--- src/sv/oltbl_pkg.sv ---
`timescale 1ns / 1ps

package oltbl_pkg;

  localparam int unsigned WordW = 32;

  // Command codes
  localparam logic [2:0] CMD_INSERT = 3'd0;
  localparam logic [2:0] CMD_PUSH   = 3'd1;
  localparam logic [2:0] CMD_POP    = 3'd2;
  localparam logic [2:0] CMD_REMOVE = 3'd3;
  localparam logic [2:0] CMD_REVERSE = 3'd4;
  localparam logic [2:0] CMD_LENGTH = 3'd5;

  // Status codes
  localparam logic [1:0] STATUS_OK       = 2'd0;
  localparam logic [1:0] STATUS_FULL     = 2'd1;
  localparam logic [1:0] STATUS_EMPTY    = 2'd2;
  localparam logic [1:0] STATUS_NOTFOUND = 2'd3;

  typedef struct packed {
    logic [2:0]              cmd;
    logic signed [WordW-1:0] value;
  } in_t;

  typedef struct packed {
    logic [1:0]              status;
    logic signed [WordW-1:0] data_out;
    logic [4:0]              length;
  } out_t;

  // Comparison selected on the shared compare unit
  typedef enum logic [1:0] {
    MATCH_ALWAYS,
    MATCH_GT,
    MATCH_GE,
    MATCH_EQ
  } match_e;

  typedef enum logic [3:0] {
    ST_IDLE,
    ST_INS,
    ST_TAIL,
    ST_DEL,
    ST_RV_A,
    ST_RV_B,
    ST_RV_C,
    ST_RV_D,
    ST_FIN
  } state_e;

endpackage

--- src/sv/oltbl_ram.sv ---
`timescale 1ns / 1ps

module oltbl_ram #(
  parameter int unsigned WIDTH = 32,
  parameter int unsigned DEPTH = 16
) (
  input  logic                     clk_i,
  input  logic                     wr_en_i,
  input  logic [$clog2(DEPTH)-1:0] wr_addr_i,
  input  logic [WIDTH-1:0]         wr_data_i,
  input  logic                     rd_en_i,
  input  logic [$clog2(DEPTH)-1:0] rd_addr_i,
  output logic [WIDTH-1:0]         rd_data_o
);

  logic [WIDTH-1:0] mem_q [DEPTH];

  always_ff @(posedge clk_i) begin
    if (wr_en_i) begin
      mem_q[wr_addr_i] <= wr_data_i;
    end
    if (rd_en_i) begin
      rd_data_o <= mem_q[rd_addr_i];
    end
  end

endmodule

--- src/sv/oltbl_cmp.sv ---
`timescale 1ns / 1ps

module oltbl_cmp (
  input  logic signed [oltbl_pkg::WordW-1:0] entry_i,
  input  logic signed [oltbl_pkg::WordW-1:0] value_i,
  input  oltbl_pkg::match_e                  mode_i,
  output logic                               hit_o
);

  always_comb begin
    unique case (mode_i)
      oltbl_pkg::MATCH_ALWAYS: hit_o = 1'b1;
      oltbl_pkg::MATCH_GT:     hit_o = entry_i > value_i;
      oltbl_pkg::MATCH_GE:     hit_o = entry_i >= value_i;
      oltbl_pkg::MATCH_EQ:     hit_o = entry_i == value_i;
      default:                 hit_o = 1'b0;
    endcase
  end

endmodule

--- src/sv/ordered_list_table.sv ---
`timescale 1ns / 1ps

// Channel  Direction  Payload              Handshake
// in       input      oltbl_pkg::in_t      in_valid_i / in_stall_o
// out      output     oltbl_pkg::out_t     out_valid_o / out_stall_i
//
// Insert, push, pop and remove walk the list once through the single RAM read
// port and the shared compare unit. Reverse swaps one pair at a time from both
// ends inward: read the low entry, read the high one, write each to the other's
// slot. Length, unused codes, a full insert or push and an empty pop go straight
// to the result. Reset empties the list through the count alone; RAM content is
// not cleared. A result waits in the output register under out_stall_i; the next
// transaction is taken meanwhile and its result is held until the register frees.

module ordered_list_table #(
  parameter int unsigned DEPTH = 16
) (
  input  logic             clk_i,
  input  logic             rst_ni,
  input  logic             in_valid_i,
  output logic             in_stall_o,
  input  oltbl_pkg::in_t   in_data_i,
  output logic             out_valid_o,
  input  logic             out_stall_i,
  output oltbl_pkg::out_t  out_data_o
);

  localparam int unsigned AW = $clog2(DEPTH);
  localparam int unsigned CW = $clog2(DEPTH + 1);
  localparam logic [CW-1:0] FullCnt = CW'(DEPTH);

  oltbl_pkg::state_e state_q, state_d;

  logic [2:0]                        op_q, op_d;
  logic signed [oltbl_pkg::WordW-1:0] val_q, val_d;
  logic [CW-1:0]                     count_q, count_d;
  logic [CW-1:0]                     rd_q, rd_d;
  logic                              pend_q, pend_d;
  logic [AW-1:0]                     pidx_q, pidx_d;
  logic                              found_q, found_d;
  logic [oltbl_pkg::WordW-1:0]       carry_q, carry_d;
  logic [AW-1:0]                     lo_q, lo_d;
  logic [AW-1:0]                     hi_q, hi_d;
  logic [oltbl_pkg::WordW-1:0]       tmp_q, tmp_d;
  logic [1:0]                        status_q, status_d;
  logic [oltbl_pkg::WordW-1:0]       data_q, data_d;
  logic                              out_valid_q, out_valid_d;
  oltbl_pkg::out_t                   out_q, out_d;

  logic                         wr_en, rd_en;
  logic [AW-1:0]                wr_addr, rd_addr;
  logic [oltbl_pkg::WordW-1:0]  wr_data, rd_data;
  oltbl_pkg::match_e            mode;
  logic                         hit;

  logic          accept, is_full, is_empty, scan_done, out_free;
  logic [CW-1:0] cnt_m1;
  logic [AW-1:0] lo_inc, hi_dec;

  assign accept    = in_valid_i && !in_stall_o;
  assign is_full   = count_q == FullCnt;
  assign is_empty  = count_q == '0;
  assign scan_done = (rd_q == count_q) && !pend_q;
  assign out_free  = !out_valid_q || !out_stall_i;
  assign cnt_m1    = count_q - CW'(1);
  assign lo_inc    = lo_q + AW'(1);
  assign hi_dec    = hi_q - AW'(1);

  assign in_stall_o  = state_q != oltbl_pkg::ST_IDLE;
  assign out_valid_o = out_valid_q;
  assign out_data_o  = out_q;

  oltbl_ram #(
    .WIDTH(oltbl_pkg::WordW),
    .DEPTH(DEPTH)
  ) u_ram (
    .clk_i     (clk_i),
    .wr_en_i   (wr_en),
    .wr_addr_i (wr_addr),
    .wr_data_i (wr_data),
    .rd_en_i   (rd_en),
    .rd_addr_i (rd_addr),
    .rd_data_o (rd_data)
  );

  oltbl_cmp u_cmp (
    .entry_i (signed'(rd_data)),
    .value_i (val_q),
    .mode_i  (mode),
    .hit_o   (hit)
  );

  // Comparison for the entry now on the read port
  always_comb begin
    priority if (state_q == oltbl_pkg::ST_INS) begin
      if (op_q == oltbl_pkg::CMD_PUSH) begin
        mode = oltbl_pkg::MATCH_ALWAYS;
      end else if (pidx_q == '0) begin
        mode = oltbl_pkg::MATCH_GT;
      end else begin
        mode = oltbl_pkg::MATCH_GE;
      end
    end else if (op_q == oltbl_pkg::CMD_POP) begin
      mode = oltbl_pkg::MATCH_ALWAYS;
    end else begin
      mode = oltbl_pkg::MATCH_EQ;
    end
  end

  // Next state
  always_comb begin
    state_d = state_q;
    unique case (state_q)
      oltbl_pkg::ST_IDLE: begin
        if (accept) begin
          unique case (in_data_i.cmd)
            oltbl_pkg::CMD_INSERT,
            oltbl_pkg::CMD_PUSH:    state_d = is_full ? oltbl_pkg::ST_FIN : oltbl_pkg::ST_INS;
            oltbl_pkg::CMD_POP:     state_d = is_empty ? oltbl_pkg::ST_FIN : oltbl_pkg::ST_DEL;
            oltbl_pkg::CMD_REMOVE:  state_d = oltbl_pkg::ST_DEL;
            oltbl_pkg::CMD_REVERSE: begin
              state_d = (count_q > CW'(1)) ? oltbl_pkg::ST_RV_A : oltbl_pkg::ST_FIN;
            end
            default:                state_d = oltbl_pkg::ST_FIN;
          endcase
        end
      end
      oltbl_pkg::ST_INS:  if (scan_done) state_d = oltbl_pkg::ST_TAIL;
      oltbl_pkg::ST_TAIL: state_d = oltbl_pkg::ST_FIN;
      oltbl_pkg::ST_DEL:  if (scan_done) state_d = oltbl_pkg::ST_FIN;
      oltbl_pkg::ST_RV_A: state_d = oltbl_pkg::ST_RV_B;
      oltbl_pkg::ST_RV_B: state_d = oltbl_pkg::ST_RV_C;
      oltbl_pkg::ST_RV_C: state_d = oltbl_pkg::ST_RV_D;
      oltbl_pkg::ST_RV_D: state_d = (lo_inc < hi_dec) ? oltbl_pkg::ST_RV_A : oltbl_pkg::ST_FIN;
      oltbl_pkg::ST_FIN:  if (out_free) state_d = oltbl_pkg::ST_IDLE;
      default:            state_d = oltbl_pkg::ST_IDLE;
    endcase
  end

  // Datapath and RAM control
  always_comb begin
    op_d        = op_q;
    val_d       = val_q;
    count_d     = count_q;
    rd_d        = rd_q;
    pend_d      = pend_q;
    pidx_d      = pidx_q;
    found_d     = found_q;
    carry_d     = carry_q;
    lo_d        = lo_q;
    hi_d        = hi_q;
    tmp_d       = tmp_q;
    status_d    = status_q;
    data_d      = data_q;
    out_d       = out_q;
    out_valid_d = out_valid_q && out_stall_i;
    wr_en       = 1'b0;
    wr_addr     = pidx_q;
    wr_data     = carry_q;
    rd_en       = 1'b0;
    rd_addr     = rd_q[AW-1:0];

    unique case (state_q)
      oltbl_pkg::ST_IDLE: begin
        if (accept) begin
          op_d     = in_data_i.cmd;
          val_d    = in_data_i.value;
          rd_d     = '0;
          pend_d   = 1'b0;
          found_d  = 1'b0;
          carry_d  = in_data_i.value;
          lo_d     = '0;
          hi_d     = cnt_m1[AW-1:0];
          status_d = oltbl_pkg::STATUS_OK;
          data_d   = '0;
          if ((in_data_i.cmd == oltbl_pkg::CMD_INSERT || in_data_i.cmd == oltbl_pkg::CMD_PUSH)
              && is_full) begin
            status_d = oltbl_pkg::STATUS_FULL;
          end
          if (in_data_i.cmd == oltbl_pkg::CMD_POP && is_empty) begin
            status_d = oltbl_pkg::STATUS_EMPTY;
          end
        end
      end
      oltbl_pkg::ST_INS, oltbl_pkg::ST_DEL: begin
        // Issue the next read while the previous entry is processed
        if (rd_q != count_q) begin
          rd_en  = 1'b1;
          rd_d   = rd_q + CW'(1);
          pend_d = 1'b1;
          pidx_d = rd_q[AW-1:0];
        end else begin
          pend_d = 1'b0;
        end
        if (state_q == oltbl_pkg::ST_INS) begin
          // Ripple the carried word down the list from the insert point
          if (pend_q && (found_q || hit)) begin
            wr_en   = 1'b1;
            wr_addr = pidx_q;
            wr_data = carry_q;
            carry_d = rd_data;
            found_d = 1'b1;
          end
        end else begin
          if (pend_q) begin
            if (found_q) begin
              // Close the gap: move each later entry up one slot
              wr_en   = 1'b1;
              wr_addr = pidx_q - AW'(1);
              wr_data = rd_data;
            end else if (hit) begin
              found_d = 1'b1;
              if (op_q == oltbl_pkg::CMD_POP) begin
                data_d = rd_data;
              end
            end
          end
          if (scan_done) begin
            if (found_q) begin
              count_d = cnt_m1;
            end else begin
              status_d = oltbl_pkg::STATUS_NOTFOUND;
            end
          end
        end
      end
      oltbl_pkg::ST_TAIL: begin
        wr_en   = 1'b1;
        wr_addr = count_q[AW-1:0];
        wr_data = carry_q;
        count_d = count_q + CW'(1);
      end
      oltbl_pkg::ST_RV_A: begin
        rd_en   = 1'b1;
        rd_addr = lo_q;
      end
      oltbl_pkg::ST_RV_B: begin
        rd_en   = 1'b1;
        rd_addr = hi_q;
        tmp_d   = rd_data;
      end
      oltbl_pkg::ST_RV_C: begin
        wr_en   = 1'b1;
        wr_addr = lo_q;
        wr_data = rd_data;
      end
      oltbl_pkg::ST_RV_D: begin
        wr_en   = 1'b1;
        wr_addr = hi_q;
        wr_data = tmp_q;
        lo_d    = lo_inc;
        hi_d    = hi_dec;
      end
      oltbl_pkg::ST_FIN: begin
        if (out_free) begin
          out_valid_d     = 1'b1;
          out_d.status    = status_q;
          out_d.data_out  = signed'(data_q);
          out_d.length    = 5'(count_q);
        end
      end
      default: begin
      end
    endcase
  end

  always_ff @(posedge clk_i or negedge rst_ni) begin
    if (!rst_ni) begin
      state_q     <= oltbl_pkg::ST_IDLE;
      count_q     <= '0;
      rd_q        <= '0;
      pend_q      <= 1'b0;
      found_q     <= 1'b0;
      out_valid_q <= 1'b0;
    end else begin
      state_q     <= state_d;
      count_q     <= count_d;
      rd_q        <= rd_d;
      pend_q      <= pend_d;
      found_q     <= found_d;
      out_valid_q <= out_valid_d;
    end
  end

  always_ff @(posedge clk_i) begin
    op_q     <= op_d;
    val_q    <= val_d;
    pidx_q   <= pidx_d;
    carry_q  <= carry_d;
    lo_q     <= lo_d;
    hi_q     <= hi_d;
    tmp_q    <= tmp_d;
    status_q <= status_d;
    data_q   <= data_d;
    out_q    <= out_d;
  end

  a_count_bound: assert property (@(posedge clk_i) disable iff (!rst_ni)
    count_q <= FullCnt)
    else $error("entry count above depth");

  a_write_in_range: assert property (@(posedge clk_i) disable iff (!rst_ni)
    wr_en |-> (CW'(wr_addr) <= count_q))
    else $error("RAM write beyond the tail");

  a_accept_leaves_idle: assert property (@(posedge clk_i) disable iff (!rst_ni)
    accept |=> state_q != oltbl_pkg::ST_IDLE)
    else $error("accepted transaction not started");

  a_count_source: assert property (@(posedge clk_i) disable iff (!rst_ni)
    !$stable(count_q) |->
      ($past(state_q) == oltbl_pkg::ST_TAIL || $past(state_q) == oltbl_pkg::ST_DEL))
    else $error("entry count changed outside insert or delete");

endmodule

--- config.mk ---
export PLATFORM = sky130hd
export DESIGN_NAME = ordered_list_table
export DESIGN_NICKNAME = d
export VERILOG_FILES = /design/src/sv/oltbl_pkg.sv /design/src/sv/oltbl_ram.sv /design/src/sv/oltbl_cmp.sv /design/src/sv/ordered_list_table.sv
export SDC_FILE = /design/constraint.sdc
export NUM_CORES = 1
export LEC_CHECK = 0
export BUFFER_PORTS_ARGS = -buffer_cell sky130_fd_sc_hd__buf_2
export CORE_MARGIN = 5
export CORE_UTILIZATION = 60
export DETAILED_ROUTE_END_ITERATION = 12
export PLACE_DENSITY_LB_ADDON = 0.08
export REMOVE_ABC_BUFFERS = 1
export SETUP_SLACK_MARGIN = 0.3
export SLEW_MARGIN = 10
export SYNTH_ARGS = -nofsm -noshare
export SYNTH_HDL_FRONTEND = slang
export SYNTH_SLANG_ARGS = --single-unit
--- constraint.sdc ---
create_clock -name clk_i -period 5.75 [get_ports clk_i]
set_input_delay 0.2875 -clock clk_i [delete_from_list [all_inputs] [get_ports clk_i]]
set_output_delay 0.2875 -clock clk_i [all_outputs]
set_load 0.01 [all_outputs]
After elaboration in Yosys (flattened, before gate mapping)
Memory sizes are Yosys's and may differ from the RTL's. A register that Yosys moved wholly into a read port is not among the register bits.
Cells that the tools add are included.
Widths: inputs -> output; s select.
- memories: 1
- output and inout bits: 41
- register bits: 201
- memory bits (writable): 512
- logic and storage cells: 176
- equality and inequality tests: 37
- $add $sub $neg: 6
- muxes and demuxes: 72
- reductions and logical operators: 38
- magnitude comparators: 4
- memories (name ; words ; bits a word ; rd ports ; clocked after memory_dff ; wr ports ; RTL line ; RTL):
    u_ram.mem_q ; 16 ; 32 ; 1 ; 1 ; 1 ; oltbl_ram.sv:16 ; logic [WIDTH-1:0] mem_q [DEPTH];
- operators with widths (kind ; number):
    $mux 32 ; 12
    $pmux 32 s2 ; 2
    $pmux 32 s3 ; 1
    $mux 4 ; 13
    $pmux 4 s9 ; 1
    $eq 32x32->1 ; 1
    $ge 32x32->1 ; 1
    $gt 32x32->1 ; 1
    $pmux 4 s4 ; 2
    $ne 2x2->1 const B ; 14
    $mux 5 ; 5
    $pmux 4 s2 ; 3
    $pmux 5 s2 ; 2
    $mux 2 ; 9
    $eq 4x3->1 const B ; 4
    $mux 1 ; 16
    $reduce_and 4->1 ; 4
    $add 5x1->5 const B ; 2
    $reduce_and 2->1 ; 5
    $eq 3x2->1 const B ; 3
    $eq 4x2->1 const B ; 2
    $logic_not 4->1 ; 2
    $pmux 1 s2 ; 4
    $sub 4x1->4 const B ; 2
    other kinds (29) ; 46

Longest topological paths before layout
- depth after elaboration: 13
- depth in mapped cells: 10
- depth with buffers taken out: 9

By module
Synthesis repeated with hierarchy kept, for this count alone.
- cells, all modules: 1559
- area, all modules: 29482.0 µm²
- modules (own cells, without submodules) (module ; area each (µm²) ; cells an instance ; instances):
    oltbl_ram ; 20155.6 ; 838 ; 1
    ordered_list_table ; 8475.6 ; 603 ; 1
    oltbl_cmp ; 850.8 ; 118 ; 1

Worst setup path before layout
OpenSTA, ideal clock, no wires.
- path type: reg-to-reg
- start point: reg u_ram.rd_data_o[31], read port of u_ram.mem_q
- end point: reg carry_q[0] (netlist name), enable pin
- path buffers: 0
- setup time: 0.466 ns
- path slack: 1.148 ns
- clock period less this slack: 4.602 ns
- arrival: 4.136 ns
- required time: 5.284 ns
- cell stages (with the launch flop): 9
- cells stage by stage: edfxtp_1 -> ha_1 -> nand4_1 -> nor4_1 -> nand2_1 -> o21ai_1 -> a2bb2oi_1 -> a311oi_1 -> o21ai_0
- word-level cells in the longest chain between the ends: 6
- elaborated cells on any way between the ends: 8
- those cells by class: 2 x order compare; 2 x eq/ne; 1 x mux; 3 x reduce/logical
- RTL lines (what ; RTL line ; RTL):
    start: declaration ; oltbl_ram.sv:13 ; output logic [WIDTH-1:0] rd_data_o
    $ge 32x32->1, or another cell as far along ; oltbl_cmp.sv:14 ; oltbl_pkg::MATCH_GE: hit_o = entry_i >= value_i;
    $pmux 1 s4 (*) ; oltbl_cmp.sv:11 ; unique case (mode_i)
    $logic_or 1x1->1 (*) ; ordered_list_table.sv:197 ; if (pend_q && (found_q || hit)) begin
    $logic_and 1x1->1 (*) ; ordered_list_table.sv:197 ;
    $ne 2x2->1 (no line) (*) ; n/a ;
    $reduce_and 4->1 (no line) (*) ; n/a ;
    end signal: assignment ; ordered_list_table.sv:289 ; carry_q <= carry_d;
    end: declaration ; ordered_list_table.sv:41 ; logic [oltbl_pkg::WordW-1:0] carry_q, carry_d;
Mark *: on every way between the ends. The rest lies on a longest branch, timed or not.
A chain may end at the register's enable or synchronous reset.

Worst setup path after layout
- start point: reg u_ram.rd_data_o[31], read port of u_ram.mem_q
- end point: mem u_ram.mem_q[10][21], enable pin
- word-level cells in the longest chain between the ends: 9
- elaborated cells on any way between the ends: 11
- those cells by class: 2 x order compare; 1 x eq/ne; 6 x mux; 2 x reduce/logical
- RTL lines (what ; RTL line ; RTL):
    $ge 32x32->1, or another cell as far along ; oltbl_cmp.sv:14 ;
    $pmux 1 s4 (*) ; oltbl_cmp.sv:11 ;
    $logic_or 1x1->1 (*) ; ordered_list_table.sv:197 ;
    $logic_and 1x1->1 (*) ; ordered_list_table.sv:197 ;
    $mux 1 (*) ; ordered_list_table.sv:197 ;
    $mux 1 (*) ; ordered_list_table.sv:195 ; if (state_q == oltbl_pkg::ST_INS) begin
    $pmux 1 s2 (*) ; ordered_list_table.sv:163 ; unique case (state_q)
    $mux 1 (*) ; oltbl_ram.sv:19 ; if (wr_en_i) begin
    $mux 1 (implied by the code) (*) ; oltbl_ram.sv:20 ; mem_q[wr_addr_i] <= wr_data_i;
    end: declaration ; oltbl_ram.sv:16 ;
Marks and branches as above.

==> reports/metrics.csv <==
metric,value,unit
hold crit path type,in2reg,
Bufs on Longest Clock Path,3,
pwr/cell area,559.6,nW/um2
number of CTS-inserted buffers,74,
Mapped Area,30250,um2
"area leader, netlist",edfxtp_1,
CP peak stage delay,1.03,ns
startpoint types,flip-flop,
clock sink count,745,
most common cell in the netlist,edfxtp_1,
vias per cell,6.320,
status,finished clean,
Clock Skews,0.01853,ns
unrepaired setup endpoints after global routing,false,
cts hold-fix bufs,37,
Setup crit start,u_ram.rd_data_o[31],
Worst-Margin Slew,1.258,ns
capture point of the critical path,u_ram.mem_q[10][21],
Crit-path slowest cell,a21oi_4,
fraction of registers with async set/reset,2.282,%
Fin Setup TNS,0,ns
initial detailed-routing violation count,1789,
"flops & latches, synth",745,
Avg Inst Size Synth,17.70,um2
Commonest cells post-synth,"edfxtp_1, nand2_1, mux4_2, mux2i_1, a21oi_1",
data required time at the worst endpoint,6.03,ns
utilization after layout,69.71,%
Arrival @ worst endpoint,4.67,ns
number of antenna violations at the first check in global routing,1,
layout filler cell count,3144,
post_cts resized,0,
HPWL after DPL,43.41,mm
Worst slew margin,15.72,%
Power Total,19490,uW
initial core utilization,60.54,%
Routability Congestion,0.8321,
WL per Instance,27.95,um
CP top delay family,compound AO/OA/AOI/OAI gates,
n_diodes,0,
vias in the first global route,16280,
H-tree levels,3,
Post-synth EDFFs,728,
Synth area leaders,"edfxtp_1, mux4_2, mux2i_1, nand2_1, ha_1",
Critical Path Fanout Max,19,
final worst path period share,76.25,%
# Max-Cap Violations,0,
number of routed nets with antenna violations,0,
total track usage,26.74,%
yosys warns,0,
cells after synthesis,1709,
Clock Latency Late Sink,0.61,ns
Final Hold Viols,0,
post-synth top area share,72.27,%
Worst VDD drop,0.4685,mV
synth unique cells,64,
die height,234.5,um
first-pass GRT wire length,106.5,mm
CTS tree,done,
area grow syn2layout,15.14,%
fmax,228.1,MHz
area post-placement,31940,um2
critical path depth,8,
Die X,234.5,um
kind of critical path,reg2reg,
ys flop type,edfxtp_1,
Via Count,16450,
full die area,55000,um2
Reg2Reg Setup Slack,1.37,ns
Static Leak,0.01269,uW
Final Max Tran Viols,0,
fraction of layout cells with a size suffix above 1,22.32,%
clk root buf,clkbuf_16,
FF-to-FF Start,u_ram.rd_data_o[31],
sequential share of the synthesized area,73.68,%
Final min period,4.385,ns
final setup violation count,0,
R2R depth,8,
DRC viols,0,
Core Rows,82,
Buf/Inv on CP,1,
critical path cell sequence,"ha_1, nand4_1, nor4_1, nand2_1, o21ai_1, a31oi_4, a21oi_4, buf_4",
global route overflow,0,
Port-buffer cells,79,
io pins,80,
Routed WL,72.75,mm
core area,49970,um2
largest net degree at the start of global routing,92,
clock-pin slew on the worst setup and hold paths,0.06,ns
Setup crit end kind,flip-flop,
# Post-CTS Setup Buffers,0,
RR Endpoint,u_ram.mem_q[10][21],
design area,34830,um2
drt pass-1 iters,5,
final net count,1955,
-- report_power, final --
| part | switching [uW] | internal, uW | total (uW) |
|---|---|---|---|
| clock | 2020 | 2860 | 4880 |
| combinational | 3970 | 2260 | 6230 |
| sequential | 497 | 7880 | 8380 |
-- per-layer routing --
layer | GRT usage (%) | share of wire, % | up-vias
met5 | 0 | 0 | -
met4 | 8.210 | 2.6 | 0
met3 | 4.487 | 8.2 | 125
met2 | 42.67 | 49 | 775
met1 | 38.90 | 41 | 8510
li1 | - | - | 7041
-- registers in the layout (all words and copies together) (netlist names), 5 cells and up --
name	flops
carry_q	32
u_ram.mem_q	512
count_q	5
val_q	32
tmp_q	32
u_ram.rd_data_o	32
out_data_o	39
data_q	32
rd_q	5
-- tightest hold or removal path: stages --
cell     delay, ns
buf_2         0.13
nand2_1       0.06
o21ai_0       0.07
o31ai_1       0.07
-- stage by stage --
step | std cells | setup slack (ns) | hold WS, ns
6_report | 2603 | 1.365 | 0.05523
5_1_grt | 2603 | 1.254 | 0.09354
4_1_cts | 2603 | 1.405 | 0.03608
3_5_place_dp | 2433 | 1.439 | 0.2502
3_3_place_gp | 2433 | 1.610 | 0.2409
2_1_floorplan | 1627 | -6.751 | -0.008091
-- cells by family (layout without fill, tap and decap cells) --
family	count (synthesis)	in the layout	synth area share [%]
mux	234	234	13.04
fa+ha+maj	42	42	1.737
compound gates	204	204	4.033
flops	745	745	73.68
simple gates	310	310	4.806
xor+xnor	18	18	0.5212
buf+inv	156	378	2.188
-- how the worst min path moves through the flow --
stage | startpoint | end | slack, ns | cells after the start
CTS | in_valid_i | found_q | 0.04 | 4
detailed placement | rst_ni | count_q[4] | 0.25 | 1
global placement | rst_ni | count_q[4] | 0.24 | 1
floorplan | rst_ni | count_q[0] | -0.008 | 0
finish | in_valid_i | found_q | 0.06 | 4
global route | in_valid_i | found_q | 0.09 | 4
-- placed cells by master (no fill, tap or decap), drive strengths merged, types with 4 or more instances in the layout --
cell,n
inv,76
xnor2,9
nor2,28
nor2b,26
xor2,9
a31oi,36
dlygate4sd3,37
nand2,182
buf,134
mux2i,106
nand3,18
mux4,128
o21ai,29
dfrtp,17
nand4,11
ha,42
a21oi,92
and2,8
nor3,9
clkinvlp,5
o22ai,4
edfxtp,728
a2bb2oi,4
clkbuf,88
a22oi,9
bufinv,8
clkinv,30
nand2b,10
-- final cells by class --
type,instances,area (um2),share of cell area (%)
sequential,745,22290,63.99
multi-input combinational,808,7689,22.07
clock buffer,88,2009,5.769
timing repair buffer,171,1279,3.671
tap,672,840.8,2.414
clock inverter,45,446.7,1.282
inverter,74,277.8,0.7975
No activity file was read; power rests on OpenSTA's default activity.
